$ cat src/rtl/core/eanbc_pkg.sv
// Package with the types, code tables and microcode program of the EAN bar-module encoder.
package eanbc_pkg;

    localparam int unsigned MAX_DIGITS    = 13;
    localparam int unsigned PC_W          = 6;
    localparam int unsigned QUIET_MODULES = 32;
    localparam logic [7:0]  CHAR_ZERO     = 8'h30;
    localparam logic [3:0]  DIGIT_MAX     = 4'd9;
    localparam logic [3:0]  DIGIT_BASE    = 4'd10;

    // Program entry points used by jumps.
    localparam logic [PC_W-1:0] STEP_EAN8   = 6'd28;
    localparam logic [PC_W-1:0] STEP_CHECK  = 6'd36;
    localparam logic [PC_W-1:0] STEP_REJECT = 6'd40;

    typedef enum logic [3:0] {
        OP_NOP,
        OP_START,
        OP_ACC,
        OP_CHK,
        OP_QUIET,
        OP_GUARD3,
        OP_GUARD5,
        OP_LEFT,
        OP_RIGHT,
        OP_CHECKSEG,
        OP_END,
        OP_REJECT
    } t_op;

    typedef enum logic [2:0] {
        JC_NONE,
        JC_BAD,
        JC_EAN8,
        JC_ALWAYS,
        JC_DONE
    } t_jc;

    typedef struct packed {
        t_op             op;
        logic [3:0]      idx;
        logic [2:0]      par;
        t_jc             jc;
        logic [PC_W-1:0] target;
    } t_ucw;

    typedef struct packed {
        logic       fire;
        logic       emit;
        logic       clear;
        t_op        op;
        logic [3:0] idx;
        logic [2:0] par;
    } t_dp_ctrl;

    typedef struct packed {
        logic invalid;
        logic ean8;
    } t_dp_stat;

    typedef struct packed {
        logic [31:0] modules;
        logic [5:0]  module_count;
        logic [3:0]  check_digit;
        logic        accepted;
        logic        end_of_symbol;
    } t_seg;

    // Seven-module digit patterns, first module in bit 6.
    function automatic logic [6:0] pat_odd(input logic [3:0] d);
        logic [6:0] p;
        case (d)
            4'd0: p = 7'h0D;
            4'd1: p = 7'h19;
            4'd2: p = 7'h13;
            4'd3: p = 7'h3D;
            4'd4: p = 7'h23;
            4'd5: p = 7'h31;
            4'd6: p = 7'h2F;
            4'd7: p = 7'h3B;
            4'd8: p = 7'h37;
            4'd9: p = 7'h0B;
            default: p = 7'h0D;
        endcase
        return p;
    endfunction

    function automatic logic [6:0] pat_even(input logic [3:0] d);
        logic [6:0] p;
        case (d)
            4'd0: p = 7'h27;
            4'd1: p = 7'h33;
            4'd2: p = 7'h1B;
            4'd3: p = 7'h21;
            4'd4: p = 7'h1D;
            4'd5: p = 7'h39;
            4'd6: p = 7'h05;
            4'd7: p = 7'h11;
            4'd8: p = 7'h09;
            4'd9: p = 7'h17;
            default: p = 7'h27;
        endcase
        return p;
    endfunction

    function automatic logic [6:0] pat_right(input logic [3:0] d);
        logic [6:0] p;
        case (d)
            4'd0: p = 7'h72;
            4'd1: p = 7'h66;
            4'd2: p = 7'h6C;
            4'd3: p = 7'h42;
            4'd4: p = 7'h5C;
            4'd5: p = 7'h4E;
            4'd6: p = 7'h50;
            4'd7: p = 7'h44;
            4'd8: p = 7'h48;
            4'd9: p = 7'h74;
            default: p = 7'h72;
        endcase
        return p;
    endfunction

    // Parity of the six left digits of EAN-13, first in bit 5, 1 means even.
    function automatic logic [5:0] first_parity(input logic [3:0] d);
        logic [5:0] p;
        case (d)
            4'd0: p = 6'h00;
            4'd1: p = 6'h0B;
            4'd2: p = 6'h0D;
            4'd3: p = 6'h0E;
            4'd4: p = 6'h13;
            4'd5: p = 6'h19;
            4'd6: p = 6'h1C;
            4'd7: p = 6'h15;
            4'd8: p = 6'h16;
            4'd9: p = 6'h1A;
            default: p = 6'h00;
        endcase
        return p;
    endfunction

    function automatic logic op_emits(input t_op op);
        logic e;
        case (op) inside
            OP_NOP, OP_START, OP_ACC, OP_CHK: e = 1'b0;
            default: e = 1'b1;
        endcase
        return e;
    endfunction

    function automatic t_ucw mk(input t_op op, input logic [3:0] idx, input logic [2:0] par,
                                input t_jc jc, input logic [PC_W-1:0] target);
        t_ucw w;
        w.op     = op;
        w.idx    = idx;
        w.par    = par;
        w.jc     = jc;
        w.target = target;
        return w;
    endfunction

    // The control program: checksum pass, then one symbol segment per step; an invalid code jumps to the reject step.
    function automatic t_ucw ucode(input logic [PC_W-1:0] pc);
        t_ucw w;
        case (pc) inside
            6'd0:          w = mk(OP_START, 4'd0, 3'd0, JC_BAD, STEP_REJECT);
            [6'd1:6'd12]:  w = mk(OP_ACC, 4'(pc - 6'd1), 3'd0, JC_NONE, 6'd0);
            6'd13:         w = mk(OP_CHK, 4'd12, 3'd0, JC_NONE, 6'd0);
            6'd14:         w = mk(OP_QUIET, 4'd0, 3'd0, JC_NONE, 6'd0);
            6'd15:         w = mk(OP_GUARD3, 4'd0, 3'd0, JC_EAN8, STEP_EAN8);
            [6'd16:6'd21]: w = mk(OP_LEFT, 4'(pc - 6'd15), 3'(pc - 6'd16), JC_NONE, 6'd0);
            6'd22:         w = mk(OP_GUARD5, 4'd0, 3'd0, JC_NONE, 6'd0);
            [6'd23:6'd26]: w = mk(OP_RIGHT, 4'(pc - 6'd16), 3'd0, JC_NONE, 6'd0);
            6'd27:         w = mk(OP_RIGHT, 4'd11, 3'd0, JC_ALWAYS, STEP_CHECK);
            [6'd28:6'd31]: w = mk(OP_LEFT, 4'(pc - 6'd28), 3'd0, JC_NONE, 6'd0);
            6'd32:         w = mk(OP_GUARD5, 4'd0, 3'd0, JC_NONE, 6'd0);
            [6'd33:6'd35]: w = mk(OP_RIGHT, 4'(pc - 6'd29), 3'd0, JC_NONE, 6'd0);
            6'd36:         w = mk(OP_CHECKSEG, 4'd0, 3'd0, JC_NONE, 6'd0);
            6'd37:         w = mk(OP_GUARD3, 4'd0, 3'd0, JC_NONE, 6'd0);
            6'd38:         w = mk(OP_QUIET, 4'd0, 3'd0, JC_NONE, 6'd0);
            6'd39:         w = mk(OP_END, 4'd0, 3'd0, JC_DONE, 6'd0);
            6'd40:         w = mk(OP_REJECT, 4'd0, 3'd0, JC_DONE, 6'd0);
            default:       w = mk(OP_NOP, 4'd0, 3'd0, JC_DONE, 6'd0);
        endcase
        return w;
    endfunction

endpackage

$ cat src/rtl/core/ean_barcode_module_encoder.sv
// Top level of the EAN bar-module encoder: input port, sequencer, datapath and output register.
//
//  channel   direction  tdata (low bit up)                          tuser     tlast
//  s_axis    in         char_code[7:0]                              -         last
//  m_axis    out        modules[31:0] module_count[37:32]           accepted  end_of_symbol
//                       check_digit[41:38] zero[47:42]
//
// Characters are taken one per cycle. The word marked last starts a microcode program of
// one step per cycle: 14 checksum steps, then one step per sent word; a rejected code runs
// only its start step and the reject step. The single step counter runs the program.
// The input is not ready while the program runs. A stalled output freezes the step counter
// on a step that sends a word. Reset is synchronous; the digit store is not cleared.
module ean_barcode_module_encoder #(
    parameter int unsigned QUIET_MODULES = eanbc_pkg::QUIET_MODULES
) (
    input  logic        i_clk,
    input  logic        i_rst_n,
    input  logic        s_axis_tvalid,
    output logic        s_axis_tready,
    input  logic [7:0]  s_axis_tdata,   // char_code[7:0]
    input  logic        s_axis_tlast,
    output logic        m_axis_tvalid,
    input  logic        m_axis_tready,
    output logic [47:0] m_axis_tdata,   // modules, module_count, check_digit, zero fill
    output logic        m_axis_tuser,   // accepted
    output logic        m_axis_tlast
);

    eanbc_pkg::t_dp_ctrl ctrl;
    eanbc_pkg::t_dp_stat stat;
    eanbc_pkg::t_seg     seg;
    eanbc_pkg::t_seg     r_seg;
    logic                r_valid;
    logic                busy;
    logic                load;
    logic                out_free;

    assign s_axis_tready = !busy;
    assign load          = s_axis_tvalid && s_axis_tready;
    assign out_free      = !r_valid || m_axis_tready;

    eanbc_sequencer u_seq (
        .i_clk      (i_clk),
        .i_rst_n    (i_rst_n),
        .i_start    (load && s_axis_tlast),
        .i_out_free (out_free),
        .i_stat     (stat),
        .o_ctrl     (ctrl),
        .o_busy     (busy)
    );

    eanbc_datapath #(
        .QUIET_MODULES (QUIET_MODULES)
    ) u_dp (
        .i_clk   (i_clk),
        .i_rst_n (i_rst_n),
        .i_load  (load),
        .i_char  (s_axis_tdata),
        .i_ctrl  (ctrl),
        .o_stat  (stat),
        .o_seg   (seg)
    );

    always_ff @(posedge i_clk) begin
        if (!i_rst_n) begin
            r_valid <= 1'b0;
        end else if (ctrl.emit) begin
            r_valid <= 1'b1;
        end else if (m_axis_tready) begin
            r_valid <= 1'b0;
        end
    end

    always_ff @(posedge i_clk) begin
        if (ctrl.emit) begin
            r_seg <= seg;
        end
    end

    assign m_axis_tvalid = r_valid;
    assign m_axis_tdata  = {6'd0, r_seg.check_digit, r_seg.module_count, r_seg.modules};
    assign m_axis_tuser  = r_seg.accepted;
    assign m_axis_tlast  = r_seg.end_of_symbol;

`ifndef SYNTHESIS
    // The program must start on the code's final character and close the input.
    a_start_busy: assert property (@(posedge i_clk) disable iff (!i_rst_n)
        s_axis_tvalid && s_axis_tready && s_axis_tlast |=> !s_axis_tready)
        else $error("input still ready after the final character");

    // A reject word is always the only and final word of its code.
    a_reject_last: assert property (@(posedge i_clk) disable iff (!i_rst_n)
        m_axis_tvalid && !m_axis_tuser |-> m_axis_tlast && (m_axis_tdata[37:32] == 6'd0))
        else $error("reject word without end marking");

    // Every segment inside a symbol has a legal module count.
    a_seg_count: assert property (@(posedge i_clk) disable iff (!i_rst_n)
        m_axis_tvalid && !m_axis_tlast |->
            (m_axis_tdata[37:32] == 6'd3) || (m_axis_tdata[37:32] == 6'd5) ||
            (m_axis_tdata[37:32] == 6'd7) ||
            (m_axis_tdata[37:32] == 6'(QUIET_MODULES)))
        else $error("segment with an illegal module count");
`endif

endmodule

$ cat src/rtl/core/eanbc_datapath.sv
// Datapath of the EAN encoder: digit store, checksum unit and segment builder.
module eanbc_datapath #(
    parameter int unsigned QUIET_MODULES = eanbc_pkg::QUIET_MODULES
) (
    input  logic                i_clk,
    input  logic                i_rst_n,
    input  logic                i_load,
    input  logic [7:0]          i_char,
    input  eanbc_pkg::t_dp_ctrl i_ctrl,
    output eanbc_pkg::t_dp_stat o_stat,
    output eanbc_pkg::t_seg     o_seg
);

    logic [3:0] r_store [eanbc_pkg::MAX_DIGITS];
    logic [3:0] r_count;
    logic       r_bad;
    logic       r_term;
    logic [3:0] r_sum;
    logic [3:0] r_check;

    logic [7:0] char_dig;
    logic       char_bad;
    logic [3:0] char_val;
    logic       take_char;
    logic       len_ok;
    logic       len13;
    logic       ean8;
    logic [3:0] rd;
    logic       w3;
    logic [4:0] term;
    logic [5:0] acc;
    logic [3:0] n_sum;
    logic [3:0] n_check;
    logic [5:0] par_bits;
    logic       even;

    assign char_dig  = i_char - eanbc_pkg::CHAR_ZERO;
    assign char_bad  = char_dig > 8'(eanbc_pkg::DIGIT_MAX);
    assign char_val  = char_bad ? 4'd0 : char_dig[3:0];
    assign take_char = i_load && !r_term && (r_count < 4'(eanbc_pkg::MAX_DIGITS));

    assign len13  = r_count == 4'd13;
    assign ean8   = r_count < 4'd12;
    assign len_ok = len13 || (r_count == 4'd12) || (r_count == 4'd8) || (r_count == 4'd7);
    assign o_stat.invalid = r_bad || !len_ok;
    assign o_stat.ean8    = ean8;

    assign rd = r_store[i_ctrl.idx];

    // EAN-13 weights odd positions by three, EAN-8 the even ones; EAN-8 sums only seven digits.
    always_comb begin
        w3   = i_ctrl.idx[0] ^ ean8;
        term = w3 ? (5'({rd, 1'b0}) + 5'(rd)) : 5'(rd);
        if (ean8 && (i_ctrl.idx >= 4'd7)) begin
            term = 5'd0;
        end
        acc = 6'(r_sum) + 6'(term);
        if (acc >= 6'd30) begin
            n_sum = 4'(acc - 6'd30);
        end else if (acc >= 6'd20) begin
            n_sum = 4'(acc - 6'd20);
        end else if (acc >= 6'd10) begin
            n_sum = 4'(acc - 6'd10);
        end else begin
            n_sum = acc[3:0];
        end
    end

    always_comb begin
        if (len13) begin
            n_check = r_store[12];
        end else if (r_sum == 4'd0) begin
            n_check = 4'd0;
        end else begin
            n_check = eanbc_pkg::DIGIT_BASE - r_sum;
        end
    end

    assign par_bits = eanbc_pkg::first_parity(r_store[0]);
    assign even     = !ean8 && par_bits[3'd5 - i_ctrl.par];

    always_ff @(posedge i_clk) begin
        if (!i_rst_n) begin
            r_count <= 4'd0;
            r_bad   <= 1'b0;
            r_term  <= 1'b0;
        end else if (i_ctrl.clear) begin
            r_count <= 4'd0;
            r_bad   <= 1'b0;
            r_term  <= 1'b0;
        end else if (take_char) begin
            if (i_char == 8'd0) begin
                r_term <= 1'b1;
            end else begin
                r_count <= r_count + 4'd1;
                r_bad   <= r_bad | char_bad;
            end
        end
    end

    always_ff @(posedge i_clk) begin
        if (take_char && (i_char != 8'd0)) begin
            r_store[r_count] <= char_val;
        end
    end

    always_ff @(posedge i_clk) begin
        if (!i_rst_n) begin
            r_sum <= 4'd0;
        end else if (i_ctrl.fire) begin
            if (i_ctrl.op == eanbc_pkg::OP_START) begin
                r_sum <= 4'd0;
            end else if (i_ctrl.op == eanbc_pkg::OP_ACC) begin
                r_sum <= n_sum;
            end
        end
    end

    always_ff @(posedge i_clk) begin
        if (i_ctrl.fire && (i_ctrl.op == eanbc_pkg::OP_CHK)) begin
            r_check <= n_check;
        end
    end

    always_comb begin
        o_seg.modules       = 32'd0;
        o_seg.module_count  = 6'd0;
        o_seg.check_digit   = r_check;
        o_seg.accepted      = 1'b1;
        o_seg.end_of_symbol = 1'b0;
        unique case (i_ctrl.op)
            eanbc_pkg::OP_QUIET: begin
                o_seg.module_count = 6'(QUIET_MODULES);
            end
            eanbc_pkg::OP_GUARD3: begin
                o_seg.modules      = 32'h5;
                o_seg.module_count = 6'd3;
            end
            eanbc_pkg::OP_GUARD5: begin
                o_seg.modules      = 32'hA;
                o_seg.module_count = 6'd5;
            end
            eanbc_pkg::OP_LEFT: begin
                o_seg.modules      = 32'(even ? eanbc_pkg::pat_even(rd) : eanbc_pkg::pat_odd(rd));
                o_seg.module_count = 6'd7;
            end
            eanbc_pkg::OP_RIGHT: begin
                o_seg.modules      = 32'(eanbc_pkg::pat_right(rd));
                o_seg.module_count = 6'd7;
            end
            eanbc_pkg::OP_CHECKSEG: begin
                o_seg.modules      = 32'(eanbc_pkg::pat_right(r_check));
                o_seg.module_count = 6'd7;
            end
            eanbc_pkg::OP_END: begin
                o_seg.end_of_symbol = 1'b1;
            end
            eanbc_pkg::OP_REJECT: begin
                o_seg.check_digit   = 4'd0;
                o_seg.accepted      = 1'b0;
                o_seg.end_of_symbol = 1'b1;
            end
            default: begin
                o_seg.module_count = 6'd0;
            end
        endcase
    end

endmodule

$ cat src/rtl/core/eanbc_sequencer.sv
// Microcode sequencer of the EAN encoder: step counter, program table and jump logic.
module eanbc_sequencer (
    input  logic                i_clk,
    input  logic                i_rst_n,
    input  logic                i_start,
    input  logic                i_out_free,
    input  eanbc_pkg::t_dp_stat i_stat,
    output eanbc_pkg::t_dp_ctrl o_ctrl,
    output logic                o_busy
);

    logic                       r_run;
    logic [eanbc_pkg::PC_W-1:0] r_pc;
    logic [eanbc_pkg::PC_W-1:0] n_pc;
    eanbc_pkg::t_ucw            ucw;
    logic                       emits;
    logic                       fire;
    logic                       take;

    assign ucw   = eanbc_pkg::ucode(r_pc);
    assign emits = eanbc_pkg::op_emits(ucw.op);
    // A step that sends a word waits until the output register can take it.
    assign fire  = r_run && (!emits || i_out_free);

    always_comb begin
        unique case (ucw.jc)
            eanbc_pkg::JC_NONE:   take = 1'b0;
            eanbc_pkg::JC_BAD:    take = i_stat.invalid;
            eanbc_pkg::JC_EAN8:   take = i_stat.ean8;
            eanbc_pkg::JC_ALWAYS: take = 1'b1;
            eanbc_pkg::JC_DONE:   take = 1'b0;
            default:              take = 1'b0;
        endcase
        n_pc = take ? ucw.target : r_pc + 6'd1;
    end

    always_comb begin
        o_ctrl.fire  = fire;
        o_ctrl.emit  = fire && emits;
        o_ctrl.clear = fire && (ucw.jc == eanbc_pkg::JC_DONE);
        o_ctrl.op    = ucw.op;
        o_ctrl.idx   = ucw.idx;
        o_ctrl.par   = ucw.par;
    end

    assign o_busy = r_run;

    always_ff @(posedge i_clk) begin
        if (!i_rst_n) begin
            r_run <= 1'b0;
            r_pc  <= '0;
        end else if (i_start) begin
            r_run <= 1'b1;
            r_pc  <= '0;
        end else if (fire) begin
            if (ucw.jc == eanbc_pkg::JC_DONE) begin
                r_run <= 1'b0;
            end
            r_pc <= n_pc;
        end
    end

endmodule

$ cat config.mk
export PLATFORM = sky130hd
export DESIGN_NAME = ean_barcode_module_encoder
export DESIGN_NICKNAME = d
export VERILOG_FILES = /design/src/rtl/core/eanbc_pkg.sv /design/src/rtl/core/ean_barcode_module_encoder.sv /design/src/rtl/core/eanbc_datapath.sv /design/src/rtl/core/eanbc_sequencer.sv
export SDC_FILE = /design/constraint.sdc
export NUM_CORES = 1
export LEC_CHECK = 0
export ABC_AREA = 0
export CAP_MARGIN = 25
export CORE_ASPECT_RATIO = 0.5
export CORE_MARGIN = 5
export CORE_UTILIZATION = 45
export CTS_CLUSTER_SIZE = 24
export DETAILED_ROUTE_END_ITERATION = 7
export DONT_BUFFER_PORTS = 1
export PLACE_DENSITY = 0.61
export SLEW_MARGIN = 20
export SYNTH_ARGS = -nofsm -noshare
export SYNTH_HDL_FRONTEND = slang
export SYNTH_SLANG_ARGS = --single-unit
$ cat constraint.sdc
create_clock -name i_clk -period 9.2 [get_ports i_clk]
set_input_delay 1.38 -clock i_clk [delete_from_list [all_inputs] [get_ports i_clk]]
set_output_delay 1.38 -clock i_clk [all_outputs]
set_load 0.01 [all_outputs]
==> run summary <==
Final wirelength: 17500 um
Worst-Skew Late Latency: 0.35 ns
Worst setup SP type: register
Headroom to the max-slew limit: 33.4%
Post-detail-place hpwl: 13300 um
Dpl ws: 1.48 ns
Slowest cell on crit path: o32ai_4
CTS Root Cell: clkbuf_16
Dpl cell area: 0.00706 sq mm
PortBufs: 0
CORE AREA: 0.0155 sq mm
First-pass GRT wire length: 27500 um
Area delta synth->final: 3.79%
Slowest cell delay on critical path: 0.77 ns
Hold_buf cts: 0
Initial Utilization: 46.0%
Synth area leader: edfxtp_1
Row Count: 32
H-tree Lvls: 3
Final Hold Fails: 0
Synthesized area: 0.00711 sq mm
GRT Util Overall: 18.6%
Final core utilization: 47.7%
FF+latch count, synth: 96
Final Instance Count excl. Fillers: 918
Dpl cells: 902
Ant. Diodes: 0
CTS buffer count: 9
Asr flop ratio synth: 0%
Post-synthesis area per instance: 9.90 sq um
Clock-pin slew on the worst setup and hold paths: 0.07 ns
Critical Path Fanout Max: 20
Synthesis warning total: 0
CTS Sinks: 96
Detailed router's first-iteration violation count: 423
Total Neg Setup Slack: 0 ns
Setup violators final: 0
DIE HEIGHT: 98.9 um
Largest net degree at the start of global routing: 21
Initial antenna violation count: 0
Max cap viols: 0
CP dominant cell by count: inv_1
Post-synth top area share: 30.8%
DIE AREA: 0.0186 sq mm
Nets: 767
Setup slack after layout: 1.39 ns
Cells after Synth: 718
Pwr Density: 205 mW/mm^2
Wire per inst: 19.1 um
Main synth FF type: edfxtp_1
Area contributors post-synth: edfxtp_1 31%, ha_1 7.6%, dfxtp_1 6.5%, mux2i_1 4.2%, buf_4 3.8%
Drt drc: 0
Status: finished clean
Fillers: 1463
Routed via count: 5380
Reg area: 0.00265 sq mm
CTS resizes: 0
Detailed-router iteration count before antenna repair: 5
CTS tree: yes
Grt ovf: 0
Req. time, crit path: 9.48 ns
RSZ-0062 raised after global routing: no
Slew Viols, Final: 0
I/O Pins: 65
Worst IR Drop VDD: 100 uV
Sequential share of the synthesized area: 37.3%
Multi-input gate area: 0.00395 sq mm
Final Skew: 0.0110 ns
Largest delay contributor family on the critical path: compound AO/OA/AOI/OAI gates
Routed Antenna Nets: 0
GP Congestion: 0.967
Crit end category: register
Leak: 0.00282 uW
Crit Path Class: register to register
Tightest Hold Check Type: register to register
Fmax: 128 MHz
Unique cell type count in the Yosys netlist: 94
Buf/Inv on CP: 4
Crit share post-route: 84.9%
CP arrival: 8.09 ns
Number of global-route vias before repair: 4989
Chip width: 188 um
Period minus WS final: 7.81 ns
Final Instance Area: 0.00738 sq mm
Post-CTS Setup Bufs: 0
Vias per cell: 5.86
Share of layout cells above drive strength 1: 10.1%
Clock buffer depth: 2
Actual slew at the worst max-slew pin: 0.995 ns
Number of flops mapped to enable cells by yosys: 73
## logic make-up (layout without fill, tap and decap cells)
family | count (synthesis) | after routing | synth area share [%]
AO/OA/AOI/OAI | 191 | 191 | 20.5
XOR/XNOR | 18 | 18 | 2.22
adder cells (fa/ha/maj) | 45 | 45 | 8.13
buffers and inverters | 100 | 64 | 8.79
flip-flops | 96 | 96 | 37.3
multiplexers | 41 | 41 | 6.50
other | 1 | 33 | 0.0528
AND/OR/NAND/NOR | 226 | 226 | 16.5
## synthesized netlist by cell type, types with 5 or more instances
cell type / n
a211oi_1: 15
a21o_1: 7
a21oi_1: 32
a31oi_1: 6
and2_1: 25
and3_1: 6
buf_4: 36
buf_6: 9
clkbuf_1: 5
dfxtp_1: 23
edfxtp_1: 73
ha_1: 43
inv_1: 41
mux2_2: 6
mux2i_1: 30
nand2_1: 59
nand2b_1: 7
nand3_1: 11
nand4_1: 6
nor2_1: 52
nor2b_1: 8
nor3_1: 13
o211ai_1: 9
o21a_1: 8
o21ai_0: 35
o22ai_1: 7
xnor2_1: 13
xor2_1: 5
## tightest hold or removal path: cells and delay by family, from the launching register on
| family | cells | cell delay (ns) |
|---|---|---|
| AO/OA/AOI/OAI | 1 | 0.04 |
| flip-flops | 1 | 0.33 |
| AND/OR/NAND/NOR | 1 | 0.07 |
## layer usage
metal | vias to the layer above | track usage, % | part of all wire [%]
li1 | 2576 | - | -
met4 | 0 | 4.62 | 1.5
met5 | - | 0 | 0
met1 | 2592 | 26.6 | 49
met3 | 23 | 5.10 | 6.8
met2 | 189 | 27.9 | 42
## report_power, final
| group | leakage (uW) | internal (uW) | total (uW) | switching [uW] |
|---|---|---|---|---|
| sequential | 0.000864 | 470 | 483 | 12.4 |
| combinational | 0.00180 | 257 | 638 | 381 |
| clock | 0.000151 | 217 | 392 | 176 |
| total | 0.00282 | 944 | 1510 | 569 |
## sequential cells by signal, indices dropped and copies added, names as in the netlist, 4 cells and up, named ones only
signal        cells
m_axis_tdata     15
u_dp.r_check      4
u_dp.r_count      4
u_dp.r_store     52
u_dp.r_sum        4
u_seq.r_pc        6
## stage by stage
| step | hold slack, ns | power [uW] |
|---|---|---|
| floorplan | 0.432 | 1030 |
| global placement | 0.450 | 1120 |
| detailed placement | 0.460 | 1120 |
| CTS | 0.479 | 1510 |
| global route | 0.540 | 1620 |
| finish | 0.476 | 1510 |
## cell type report
cell class | count | share of cell area, %
repair buffers | 7 | 0.679
multi-input cells | 554 | 53.6
clock inverters | 7 | 1.19
inverters | 41 | 2.09
clock buffers | 9 | 3.05
well taps | 204 | 3.46
flip-flops and latches | 96 | 36.0
## path summary, 6_finish.rpt
kind	startpoint	depth (start not counted)	to	slack, ns
worst max-delay path	u_seq.r_pc[0]	28	u_dp.r_sum[3]	1.39
worst min-delay path	u_dp.r_term	2	u_dp.r_term	0.48
worst max register to register	u_seq.r_pc[0]	28	u_dp.r_sum[3]	1.39
worst min register to register	u_dp.r_term	2	u_dp.r_term	0.48
## cells in the final DEF (no fill, tap or decap), drive strengths merged, types with 5 or more instances in the layout
master   n
inv     44
o211ai   9
nor2    53
xor2     5
a21oi   35
conb    33
a21o     7
or3      5
o21ai   40
and3     8
mux2i   30
nand4    6
nand2   59
buf      7
o21a     8
and2    29
a22oi    7
xnor2   13
nand3   11
ha      43
edfxtp  73
nor3b    5
dfxtp   23
clkbuf   9
mux2     8
nor2b    8
nor3    14
a211oi  19
o22ai    8
nand2b   7
a31oi    7
Power figures use the tool's default switching activity.
